<file path="src/sv/gafp_pkg.sv">
// gafp_pkg: constants and types shared by the gimbal angle frame parser
// no dependencies
package gafp_pkg;

    localparam int unsigned BYTE_W  = 8;
    localparam int unsigned ANGLE_W = 16;
    localparam int unsigned POS_W   = 5;

    localparam logic [BYTE_W-1:0] HDR_FIRST  = 8'hEE;
    localparam logic [BYTE_W-1:0] HDR_SECOND = 8'h90;

    // frame position codes
    localparam logic [POS_W-1:0] POS_HUNT     = 5'd0;
    localparam logic [POS_W-1:0] POS_HDR      = 5'd1;
    localparam logic [POS_W-1:0] POS_BODY     = 5'd2;
    localparam logic [POS_W-1:0] POS_YAW_LO   = 5'd16;
    localparam logic [POS_W-1:0] POS_YAW_HI   = 5'd17;
    localparam logic [POS_W-1:0] POS_PITCH_LO = 5'd18;
    localparam logic [POS_W-1:0] POS_PITCH_HI = 5'd19;
    localparam logic [POS_W-1:0] POS_CHECK    = 5'd31;

    typedef struct packed {
        logic [ANGLE_W-1:0] yaw;
        logic [ANGLE_W-1:0] pitch;
    } t_result;

    // result transfer from parser to output buffer
    typedef struct packed {
        logic    push;
        t_result data;
    } t_res_xfer;

endpackage

</file>
<file path="src/sv/gafp_parser.sv">
// gafp_parser: frame position, checksum and angle capture registers
// depends on gafp_pkg
module gafp_parser (
    input  logic                        i_clk,
    input  logic                        i_rst_n,
    input  logic                        i_step,
    input  logic [gafp_pkg::BYTE_W-1:0] i_byte,
    output gafp_pkg::t_res_xfer         o_res
);

    logic [gafp_pkg::POS_W-1:0]   r_pos,   n_pos;
    logic [gafp_pkg::BYTE_W-1:0]  r_sum,   n_sum;
    logic [gafp_pkg::ANGLE_W-1:0] r_yaw,   n_yaw;
    logic [gafp_pkg::ANGLE_W-1:0] r_pitch, n_pitch;
    logic                         hit;

    always_comb begin
        n_pos   = r_pos;
        n_sum   = r_sum;
        n_yaw   = r_yaw;
        n_pitch = r_pitch;
        hit     = 1'b0;
        priority if (r_pos == gafp_pkg::POS_HUNT) begin
            if (i_byte == gafp_pkg::HDR_FIRST) n_pos = gafp_pkg::POS_HDR;
        end else if (r_pos == gafp_pkg::POS_HDR) begin
            if (i_byte == gafp_pkg::HDR_SECOND) begin
                n_pos = gafp_pkg::POS_BODY;
                n_sum = '0;
            end else begin
                n_pos = gafp_pkg::POS_HUNT;
            end
        end else if (r_pos == gafp_pkg::POS_CHECK) begin
            hit   = (r_sum == i_byte);
            n_pos = gafp_pkg::POS_HUNT;
        end else begin
            n_sum = r_sum + i_byte;
            unique case (r_pos)
                gafp_pkg::POS_YAW_LO:   n_yaw   = {{(gafp_pkg::ANGLE_W-gafp_pkg::BYTE_W){1'b0}},
                                                   i_byte};
                gafp_pkg::POS_YAW_HI:   n_yaw   = {i_byte, r_yaw[gafp_pkg::BYTE_W-1:0]};
                gafp_pkg::POS_PITCH_LO: n_pitch = {{(gafp_pkg::ANGLE_W-gafp_pkg::BYTE_W){1'b0}},
                                                   i_byte};
                gafp_pkg::POS_PITCH_HI: n_pitch = {i_byte, r_pitch[gafp_pkg::BYTE_W-1:0]};
                default: ;
            endcase
            n_pos = r_pos + 1'b1;
        end
    end

    always_ff @(posedge i_clk) begin
        if (!i_rst_n) begin
            r_pos   <= gafp_pkg::POS_HUNT;
            r_sum   <= '0;
            r_yaw   <= '0;
            r_pitch <= '0;
        end else if (i_step) begin
            r_pos   <= n_pos;
            r_sum   <= n_sum;
            r_yaw   <= n_yaw;
            r_pitch <= n_pitch;
        end
    end

    assign o_res.push       = i_step & hit;
    assign o_res.data.yaw   = r_yaw;
    assign o_res.data.pitch = r_pitch;

    a_check_returns_to_hunt: assert property (@(posedge i_clk) disable iff (!i_rst_n)
        (i_step && r_pos == gafp_pkg::POS_CHECK) |=> (r_pos == gafp_pkg::POS_HUNT))
        else $error("parser did not return to hunt after checksum byte");

    a_push_only_at_check: assert property (@(posedge i_clk) disable iff (!i_rst_n)
        o_res.push |-> (r_pos == gafp_pkg::POS_CHECK))
        else $error("result pushed outside checksum position");

    a_header_clears_sum: assert property (@(posedge i_clk) disable iff (!i_rst_n)
        (i_step && r_pos == gafp_pkg::POS_HDR && i_byte == gafp_pkg::HDR_SECOND)
        |=> (r_sum == '0 && r_pos == gafp_pkg::POS_BODY))
        else $error("checksum not restarted at header");

endmodule

</file>
<file path="src/sv/gafp_out_buf.sv">
// gafp_out_buf: two-entry result buffer, head register plus skid register
// depends on gafp_pkg
module gafp_out_buf (
    input  logic                i_clk,
    input  logic                i_rst_n,
    input  gafp_pkg::t_res_xfer i_res,
    output logic                o_full,
    output logic                o_valid,
    input  logic                i_ready,
    output gafp_pkg::t_result   o_data
);

    logic [1:0]        r_count, n_count;
    gafp_pkg::t_result r_head;
    gafp_pkg::t_result r_skid;
    logic              pop;

    assign pop     = o_valid & i_ready;
    assign o_valid = (r_count != 2'd0);
    assign o_full  = (r_count == 2'd2);
    assign o_data  = r_head;

    always_comb begin
        n_count = r_count;
        if (i_res.push && !pop)      n_count = r_count + 2'd1;
        else if (!i_res.push && pop) n_count = r_count - 2'd1;
    end

    always_ff @(posedge i_clk) begin
        if (!i_rst_n) begin
            r_count <= 2'd0;
        end else begin
            r_count <= n_count;
        end
    end

    always_ff @(posedge i_clk) begin
        if (r_count == 2'd2) begin
            if (pop) r_head <= r_skid;
        end else if (i_res.push) begin
            if (r_count == 2'd0 || pop) r_head <= i_res.data;
            else                        r_skid <= i_res.data;
        end
    end

    a_count_bounded: assert property (@(posedge i_clk) disable iff (!i_rst_n)
        r_count != 2'd3)
        else $error("result buffer count out of range");

    a_no_push_when_full: assert property (@(posedge i_clk) disable iff (!i_rst_n)
        o_full |-> !i_res.push)
        else $error("result pushed into full buffer");

    a_skid_drains_to_head: assert property (@(posedge i_clk) disable iff (!i_rst_n)
        (o_full && pop) |=> (r_head == $past(r_skid) && r_count == 2'd1))
        else $error("skid entry lost on drain");

endmodule

</file>
<file path="src/sv/gimbal_angle_frame_parser_top.sv">
// gimbal_angle_frame_parser_top: input register, frame parser and result buffer
// depends on gafp_pkg, gafp_parser, gafp_out_buf
// path: input register, then buffer head register, to o_valid when buffer has room
// throughput: one byte per cycle while the result buffer is not full; its two
//   entries keep input flowing while one result waits for i_ready
// reset: synchronous active-low i_rst_n clears position, checksum, captures
//   and all valid flags; parser starts hunting for the header
module gimbal_angle_frame_parser_top (
    input  logic                         i_clk,
    input  logic                         i_rst_n,
    input  logic                         i_valid,
    output logic                         o_ready,
    input  logic [gafp_pkg::BYTE_W-1:0]  i_rx_byte,
    output logic                         o_valid,
    input  logic                         i_ready,
    output logic [gafp_pkg::ANGLE_W-1:0] o_yaw_angle,
    output logic [gafp_pkg::ANGLE_W-1:0] o_pitch_angle
);

    logic                        r_in_valid;
    logic [gafp_pkg::BYTE_W-1:0] r_in_byte;
    logic                        step;
    logic                        buf_full;
    gafp_pkg::t_res_xfer         res;
    gafp_pkg::t_result           out_data;

    // parser advances only when the buffer can take a possible result
    assign step    = r_in_valid & ~buf_full;
    assign o_ready = ~r_in_valid | step;

    always_ff @(posedge i_clk) begin
        if (!i_rst_n) begin
            r_in_valid <= 1'b0;
        end else if (o_ready) begin
            r_in_valid <= i_valid;
        end
    end

    always_ff @(posedge i_clk) begin
        if (o_ready && i_valid) r_in_byte <= i_rx_byte;
    end

    gafp_parser u_parser (
        .i_clk   (i_clk),
        .i_rst_n (i_rst_n),
        .i_step  (step),
        .i_byte  (r_in_byte),
        .o_res   (res)
    );

    gafp_out_buf u_out_buf (
        .i_clk   (i_clk),
        .i_rst_n (i_rst_n),
        .i_res   (res),
        .o_full  (buf_full),
        .o_valid (o_valid),
        .i_ready (i_ready),
        .o_data  (out_data)
    );

    assign o_yaw_angle   = out_data.yaw;
    assign o_pitch_angle = out_data.pitch;

endmodule

</file>
<file path="config.mk">
export PLATFORM = sky130hd
export DESIGN_NAME = gimbal_angle_frame_parser_top
export DESIGN_NICKNAME = d
export VERILOG_FILES = /design/src/sv/gafp_pkg.sv /design/src/sv/gafp_parser.sv /design/src/sv/gafp_out_buf.sv /design/src/sv/gimbal_angle_frame_parser_top.sv
export SDC_FILE = /design/constraint.sdc
export NUM_CORES = 1
export LEC_CHECK = 0
export BUFFER_PORTS_ARGS = -buffer_cell sky130_fd_sc_hd__buf_2
export CORE_AREA = 2 2 97 118
export CTS_CLUSTER_DIAMETER = 120
export DETAILED_ROUTE_END_ITERATION = 10
export DIE_AREA = 0 0 99 120
export GPL_TIMING_DRIVEN = 0
export PLACE_DENSITY = 0.76
export SLEW_MARGIN = 20
export SYNTH_ARGS = -nofsm -noshare
export SYNTH_HDL_FRONTEND = slang
export SYNTH_SLANG_ARGS = --single-unit
</file>
<file path="constraint.sdc">
create_clock -name i_clk -period 8.3 [get_ports i_clk]
set_input_delay 1.66 -clock i_clk [delete_from_list [all_inputs] [get_ports i_clk]]
set_output_delay 1.66 -clock i_clk [all_outputs]
set_load 0.01 [all_outputs]
</file>
==> impl_metrics.ini, run 1 <==
[yosys]
synth.area.top_cells = edfxtp_1 (44%), dfxtp_1 (20%), nand2_1 (8.1%)
synth.cell_area_um2 = 4860
synth_ff_type = edfxtp_1
synthArstFlopShare_pct = 0
ys_seq_area_share_pct = 64.2
synth_edf_count = 72
synth_top_area_share_pct = 44.5
postSynthCellCount = 431
ys_types = 47
syn_nets = 457
yosys-top-cells-count = nand2_1 (105), edfxtp_1 (72), dfxtp_1 (48)
ys_ff_latch = 120
post-synth-top-count-cell = nand2_1
yosys.area.top_type = edfxtp_1
syn_area_per_cell_um2 = 11.3
yosys_warnings = 0

[setup_path]
required_ns = 6.64
crit_path_start_kind = flop
end_kind = primary output
cp.arrival_ns = 1.70
crit_path_max_fanout = 7
rr_worst_depth = 5
crit_type = reg -> out

[floorplan]
die-area_um2 = 11900
initial_core_util_pct = 45.1
die_h_um = 120
die_w_um = 99
io_pins = 46
core_area_um2 = 10800
rows = 42

[layout]
antenna_cells = 0
drive_above_1_share_pct = 17.5
fin_cells = 641
fin_util_pct = 54.3
area_growth_pct = 20.4
num-nets-final = 522
num-fill-cells = 857

[drt]
wirelength_um = 9570
detail_route.vias_per_cell = 5.25
drt-initial-drc-count = 186
remaining_drc_errors = 0
avgRoutedWirePerCell_um = 14.9
first_pass_iters = 5
drtAntennaViolNets = 0
vias = 3366

[placed_design]
pre_cts_ws_ns = 5.02
dp_cells = 609
gp_congestion = 0.871
dp_hpwl_um = 6470
numPortBuffers = 45

[sta]
worstMarginPinSlew_ns = 0.773
hold_viol_final = 0
fmax_ghz = 0.298
finalSetupTns_ns = 0
finalWorstSetupSlack_ns = 4.94
slew_viol_final = 0
setup_viol = 0
period_share_pct = 40.4
rsz0062_at_grt = false
slew_headroom_pct = 48.5
skew_ns = 0.00768
fin_crit_ns = 3.36

[pwr]
total_leakage_power_nw = 2.40
switchingPower_uw = 269
p_seq_share_pct = 48.0
p_total_mw = 1.32
power_density_nw_per_um2 = 226
p_clk_share_pct = 50.8
netSwitchingFraction_pct = 20.3
vdd.ir_drop.worst_mv = 0.148
internal_power_mw = 1.05
pwr-share-comb_pct = 1.3

[clock_network]
clk_path_buf_depth = 2
insertion_delay_ns = 0.41
clk_pin_slew_ns = 0.06
holdBufCountCts = 0
clock-sinks = 120
cts_buffers = 17
cts_resized = 0
cts_tree = done
clockRootBuffer = clkbuf_16
post-cts-setup-buffers = 0
cts.htree.levels = 4

[global_routing]
first_global_vias = 3285
overflow = 0
track_usage_pct = 17.2
grt_max_degree = 33
antenna_found_initial = 0
grt_pass1_wl_um = 15900

[run_status]
outcome = completed

[hold_path]
hold_class = reg -> reg
worstHoldPathCells = 0

[run]
maxCapViolations = 0
==> cell families (layout without fill, tap and decap cells) <==
logic type               Yosys count  in the layout  synth area share [%]
multiplexers                      16             16                  3.29
adder cells (fa/ha/maj)           14             14                  3.76
AO/OA/AOI/OAI                     58             58                  7.80
buffers and inverters             28            106                  2.29
flip-flops                       120            120                  64.2
XOR/XNOR                           4              4                 0.721
AND/OR/NAND/NOR                  191            191                  17.9
==> cells in the final DEF, fill, tap and decap left out, types with 8 or more instances in the layout <==
cell       synthesis  layout
a21oi_1           14      14
a22oi_1           16      16
buf_2              5      50
clkbuf_1          14      14
clkbuf_16          0      19
dfxtp_1           48      48
edfxtp_1          72      72
ha_1              13      13
inv_1              8       8
mux2i_1           16      16
nand2_1          105     105
nor2_1            44      44
o21ai_0           10       9
==> per-stage QoR <==
step	instance area, um2	hold slack (ns)
6_report	5850	0.448
5_1_grt	5850	0.472
3_5_place_dp	5290	0.442
4_1_cts	5850	0.453
2_1_floorplan	4860	0.430
3_3_place_gp	5250	0.445
==> critical path, cell delays in order, from the launching register on <==
cell      delay [ns]
dfxtp_1         0.39
nor2b_1         0.14
clkbuf_1        0.42
nand2_1         0.16
buf_2           0.17
==> power by group through the flow <==
stage          Combinational [mW]  Clock [mW]  Sequential (mW)
4_1_cts                    0.0165       0.682            0.635
2_1_floorplan              0.0104           0            0.643
3_3_place_gp               0.0158           0            0.647
5_1_grt                    0.0187       0.710            0.634
3_5_place_dp               0.0164           0            0.647
6_report                   0.0166       0.672            0.635
==> flip-flops by register name, indices dropped and copies added, names as in the netlist <==
name and cells:
r_in_byte 8, r_in_valid 1, u_out_buf.o_data 32, u_out_buf.r_count 2, u_out_buf.r_skid 32, u_parser.r_pitch 16
u_parser.r_pos 5, u_parser.r_sum 8, u_parser.r_yaw 16
==> per-layer routing <==
layer  share of wire [%]  track usage [%]  vias up  wire (um)
li1                    -                -     1648          -
met5                   0                0        -          0
met4                 2.0             7.53        0        187
met1                  41             20.7     1589       3960
met3                 5.7             4.89       15        542
met2                  51             28.8      114       4890
==> cell type report <==
type / count / area (um2) / area share, %
sequential: 120 / 3120 / 53.4
timing repair buffer: 46 / 253 / 4.32
inverter: 9 / 33.8 / 0.577
multi-input combinational: 283 / 1640 / 28.0
buffer: 19 / 77.6 / 1.33
tap: 132 / 165 / 2.82
clock buffer: 20 / 489 / 8.36
clock inverter: 12 / 71.3 / 1.22
==> worst paths after layout <==
path	to	startpoint	slack (ns)
worst max-delay path	o_ready	u_out_buf.r_count[1]	4.94
worst min-delay path	u_out_buf.r_skid[1]	u_parser.r_pitch[1]	0.45
worst max register to register	u_out_buf.r_skid[17]	r_in_byte[5]	5.01
worst min register to register	u_out_buf.r_skid[1]	u_parser.r_pitch[1]	0.45
Power figures use the tool's default switching activity.
==> run 2, diff against run 1 <==
PLACE_DENSITY = 0.78   (was 0.76)
clock period = 2.81 ns   (was 8.3 ns; I/O delays follow)
==> impl_metrics.ini, run 2 (synthesis gave the netlist of run 1 again) <==
[pwr]
power_density_nw_per_um2 = 690
total_leakage_power_nw = 2.49
vdd.ir_drop.worst_mv = 0.429

[global_routing]
grt_max_degree = 17
grt_pass1_wl_um = 16400
track_usage_pct = 18.1
antenna_found_initial = 0
first_global_vias = 3323
overflow = 0

[sta]
fmax_ghz = 0.361
slew_headroom_pct = 58.2
finalSetupTns_ns = 0
setup_viol = 0
slew_viol_final = 0
hold_viol_final = 0
worstMarginPinSlew_ns = 0.623
fin_crit_ns = 2.77
timing.hold.ws_ns = 0.316
skew_ns = 0.0156
period_share_pct = 98.6
finalWorstSetupSlack_ns = 0.0405

[clock_network]
clk_pin_slew_ns = 0.06
clock-sinks = 120
cts_buffers = 17
insertion_delay_ns = 0.42
holdBufCountCts = 0
clk_path_buf_depth = 2
cts.htree.levels = 4
clockRootBuffer = clkbuf_16
cts_tree = done

[drt]
detail_route.vias_per_cell = 5.43
avgRoutedWirePerCell_um = 16.2
drtAntennaViolNets = 0
vias = 3561
first_pass_iters = 6
drt-initial-drc-count = 274
remaining_drc_errors = 0
wirelength_um = 10700

[setup_path]
reg2reg_setup_slack_ns = 0.04
path_cells = ha_1 -> nor4b_2 -> nand2_1 -> nor4_4 -> buf_4 -> ha_1 -> or3_1 -> a21oi_1
required_ns = 3.15
cp.buffers_inverters = 1
worst_path_largest_cell_delay_ns = 0.59
crit_type = reg -> reg
cp_slowest_cell = edfxtp_1
crit_path_max_fanout = 8
cp_common_cell = ha_1
crit_path_start_kind = flop
cp.arrival_ns = 3.11
end_kind = flop
r2r_end = u_out_buf.r_count[1]
r2r-start = r_in_byte[1]
path_delay_family = simple AND/OR/NAND/NOR gates
rr_worst_depth = 8

[placed_design]
pre_cts_ws_ns = -0.683
numPortBuffers = 45
gp_congestion = 0.867
dp_hpwl_um = 6480

[run]
maxCapViolations = 0

[hold_path]
hold_start = i_rx_byte[1]
worstHoldPathCells = 1
hold_end = r_in_byte[1]
hold_class = in -> reg

[layout]
antenna_cells = 0
num-fill-cells = 859
drive_above_1_share_pct = 20.0
layout_commonest_cell = nand2_1
num-nets-final = 537
fin_util_pct = 56.3
layout_common_cells = nand2_1 (105), edfxtp_1 (72), buf_2 (50)
area_growth_pct = 24.8

[floorplan]
initial_core_util_pct = 45.1
core_area_um2 = 10800
die_w_um = 99
die_h_um = 120
rows = 42
io_pins = 46
die-area_um2 = 11900

[run_status]
outcome = completed
[run 2: changes by cell type in the layout (fill, tap and decap cells not counted), moves of 2 or more]
| cell | previous run | this run |
|---|---|---|
| clkbuf_1 | 14 | 17 |
| and3b_4 | 0 | 2 |
| clkbuf_16 | 19 | 17 |
| buf_4 | 0 | 13 |
| dfxtp_1 | 48 | 46 |
| bufinv_16 | 0 | 4 |
| dfxtp_2 | 0 | 2 |
| clkinv_1 | 2 | 4 |
| clkinv_2 | 6 | 1 |
[run 2: timing repair]
action / in CTS / in global routing
resized for setup: 5 / 7
hold endpoints to repair: 0 / 0
setup endpoints to repair: 65 / 49
buffers inserted: 4 / 10
pin swaps: 4 / 1
cloned: 2 / 0
[run 2: power breakdown]
part / leakage, nW / total [mW] / switching, mW / internal [mW]
clock: 0.293 / 2.25 / 0.729 / 1.52
sequential: 1.06 / 1.87 / 0.0125 / 1.86
combinational: 1.14 / 0.0695 / 0.0430 / 0.0265
total: 2.49 / 4.19 / 0.784 / 3.40
[run 2: worst max-delay path by stage]
stage,start,to,slack (ns),cells after the start
after detailed placement,u_parser.r_pos[0],u_out_buf.o_data[19],-0.68,8
final,r_in_byte[1],u_out_buf.r_count[1],0.04,8
after global routing,u_parser.r_pos[0],u_out_buf.r_count[1],-0.004,9
after global placement,u_parser.r_pos[0],u_out_buf.o_data[17],-0.47,8
after floorplan,u_parser.r_pos[0],u_out_buf.o_data[0],0.09,8
after CTS,u_parser.r_pos[0],u_out_buf.r_count[1],0.01,9
[run 2: routing by layer]
metal	up-vias	track usage [%]	wire [um]
li1	1682	-	-
met2	142	31.0	5510
met1	1715	21.0	4230
met4	0	8.30	251
met5	-	0	0
met3	22	4.83	663
[run 2: worst reg2reg max path, cell delays in order, from the launching register on]
cell	delay, ns
edfxtp_1	0.59
ha_1	0.43
nor4b_2	0.25
nand2_1	0.15
nor4_4	0.28
buf_4	0.18
ha_1	0.26
or3_1	0.37
a21oi_1	0.18
[run 2: area by class of cell]
class / count / area [um2] / area share, %
Inverter: 9 / 33.8 / 0.557
Clock buffer: 22 / 464 / 7.65
Sequential cell: 120 / 3130 / 51.5
Timing Repair Buffer: 59 / 343 / 5.65
Multi-Input combinational cell: 285 / 1710 / 28.1
Clock inverter: 10 / 151 / 2.49
Tap cell: 132 / 165 / 2.72
Buffer: 19 / 77.6 / 1.28
[run 2: through the flow]
step / power (mW) / instance area (um2) / std cells
6_report: 4.19 / 6070 / 656
5_1_grt: 4.29 / 6070 / 656
4_1_cts: 4.21 / 5970 / 646
3_5_place_dp: 1.96 / 5260 / 608
3_3_place_gp: 1.96 / 5260 / 608
2_1_floorplan: 1.93 / 4870 / 431
==> run 3, diff against run 2 <==
ABC_AREA = 1   (was unset)
CORE_AREA = 2 2 100 122   (was 2 2 97 118)
DIE_AREA = 0 0 102 124   (was 0 0 99 120)
==> impl_metrics.ini, run 3 <==
[run_status]
outcome = completed

[sta]
fin_crit_ns = 2.55
rsz0062_at_grt = false
finalWorstSetupSlack_ns = 0.265
skew_ns = 0.00937
slew_headroom_pct = 63.0
hold_viol_final = 0
period_share_pct = 90.6
slew_viol_final = 0
worstMarginPinSlew_ns = 0.555
fmax_ghz = 0.393
timing.hold.ws_ns = 0.324
setup_viol = 0

[drt]
drt-initial-drc-count = 345
wirelength_um = 10500
vias = 3877
drtAntennaViolNets = 0
detail_route.vias_per_cell = 4.90
first_pass_iters = 5
remaining_drc_errors = 0
avgRoutedWirePerCell_um = 13.3

[setup_path]
crit_path_start_kind = flop
crit_path_max_fanout = 5
end_kind = flop
crit_type = reg -> reg
cp.arrival_ns = 2.83
required_ns = 3.10

[yosys]
postSynthCellCount = 554
syn_nets = 580
ys_seq_area_share_pct = 60.2
synth_ff_type = edfxtp_1
synth_edf_count = 72
post-synth-top-count-cell = nand2_1
ys_types = 30
ys_ff_latch = 120
yosys.area.top_type = edfxtp_1
syn_area_per_cell_um2 = 9.36
synthArstFlopShare_pct = 0
synth.cell_area_um2 = 5180
yosys_warnings = 0
synth.area.top_cells = edfxtp_1 (42%), dfxtp_1 (19%), nand2_1 (10%)
yosys-top-cells-count = nand2_1 (145), edfxtp_1 (72), nor2_1 (70)
synth_top_area_share_pct = 41.7

[clock_network]
cts.htree.levels = 4
clockRootBuffer = clkbuf_16
clk_path_buf_depth = 2
clk_pin_slew_ns = 0.06
clock-sinks = 120
cts_tree = done
cts_buffers = 17
insertion_delay_ns = 0.42

[pwr]
internal_power_mw = 3.33
total_leakage_power_nw = 2.68
p_clk_share_pct = 49.6
power_density_nw_per_um2 = 675
p_seq_share_pct = 45.4
pwr-share-comb_pct = 5.0
switchingPower_uw = 901
vdd.ir_drop.worst_mv = 0.308
netSwitchingFraction_pct = 21.3

[run]
maxCapViolations = 0

[hold_path]
hold_class = in -> reg

[layout]
num-nets-final = 647
antenna_cells = 0
layout_commonest_cell = nand2_1
fin_cells = 791
area_growth_pct = 20.9
layout_common_cells = nand2_1 (145), edfxtp_1 (72), nor2_1 (69)
drive_above_1_share_pct = 17.0
fin_area_um2 = 6270
fin_util_pct = 54.9

[floorplan]
die_h_um = 124
io_pins = 46
initial_core_util_pct = 45.5
core_area_um2 = 11400
die_w_um = 102
rows = 43
die-area_um2 = 12600

[placed_design]
numPortBuffers = 45
placed_area_um2 = 5670
gp_congestion = 0.871
dp_cells = 758
pre_cts_ws_ns = 0.119
dp_hpwl_um = 7350

[global_routing]
track_usage_pct = 18.4
grt_max_degree = 28
overflow = 0
antenna_found_initial = 0
grt_pass1_wl_um = 17600
first_global_vias = 3944
-- run 3: power groups by stage --
stage / sequential, mW / clock [mW] / combinational [mW]
CTS: 1.92 / 2.12 / 0.208
finish: 1.92 / 2.10 / 0.210
global route: 1.92 / 2.20 / 0.240
global placement: 1.96 / 0 / 0.195
detailed placement: 1.96 / 0 / 0.207
floorplan: 1.96 / 0 / 0.126
-- run 3: logic make-up after synthesis --
| family | count (synthesis) | synth area share [%] |
|---|---|---|
| AND/OR/NAND/NOR | 276 | 23.3 |
| flip-flops | 120 | 60.2 |
| buffers and inverters | 75 | 5.84 |
| AO/OA/AOI/OAI | 66 | 6.64 |
| adder cells (fa/ha/maj) | 14 | 3.52 |
| XOR/XNOR | 3 | 0.507 |
-- run 3: per-stage QoR --
step                total power, mW  setup TNS (ns)
floorplan                      2.08               0
global placement               2.15          -16.29
detailed placement             2.16               0
CTS                            4.25               0
global route                   4.36               0
finish                         4.23               0
-- run 3: layout make-up --
class / count / area [um2]
fillers: 991 / 5140
plain buffers: 14 / 73.8
repair buffers: 48 / 288
multi-input cells: 359 / 1780
flip-flops and latches: 120 / 3120
well taps: 157 / 196
inverters: 61 / 229
clock inverters: 8 / 97.6
clock buffers: 24 / 482
-- run 3: critical path, stage by stage, from the launching register on --
cell and delay, ns:
dfxtp_1 0.40, ha_1 0.29, nand2_1 0.11, nor2_1 0.12, ha_1 0.19, nand3_1 0.08
nor2_1 0.11, nand4_1 0.25, inv_1 0.13, ha_1 0.26, a21oi_1 0.12, o21ai_0 0.13
o21ai_0 0.18, a21oi_1 0.06
-- run 3: path summary, 6_finish.rpt --
kind	cells after the start	slack (ns)	to	startpoint
worst max register to register	13	0.26	u_out_buf.r_count[1]	u_parser.r_pos[1]
worst min-delay path	1	0.32	r_in_byte[0]	i_rx_byte[0]
worst min register to register	0	0.43	u_out_buf.r_skid[30]	u_parser.r_yaw[14]
worst max-delay path	13	0.26	u_out_buf.r_count[1]	u_parser.r_pos[1]
-- run 3: routing by layer --
metal | vias to the layer above | track usage (%) | share of wire (%)
met5 | - | 0 | 0
met4 | 0 | 10.0 | 2.9
met3 | 25 | 6.06 | 5.8
met1 | 1773 | 19.3 | 40
li1 | 1950 | - | -
met2 | 129 | 32.4 | 52
-- run 3: repair_timing --
action | in CTS | in global routing
endpoints found under the setup margin | 0 | 16
setup buffers | 0 | 1
gates resized for setup | 0 | 0
hold buffers | 0 | 0
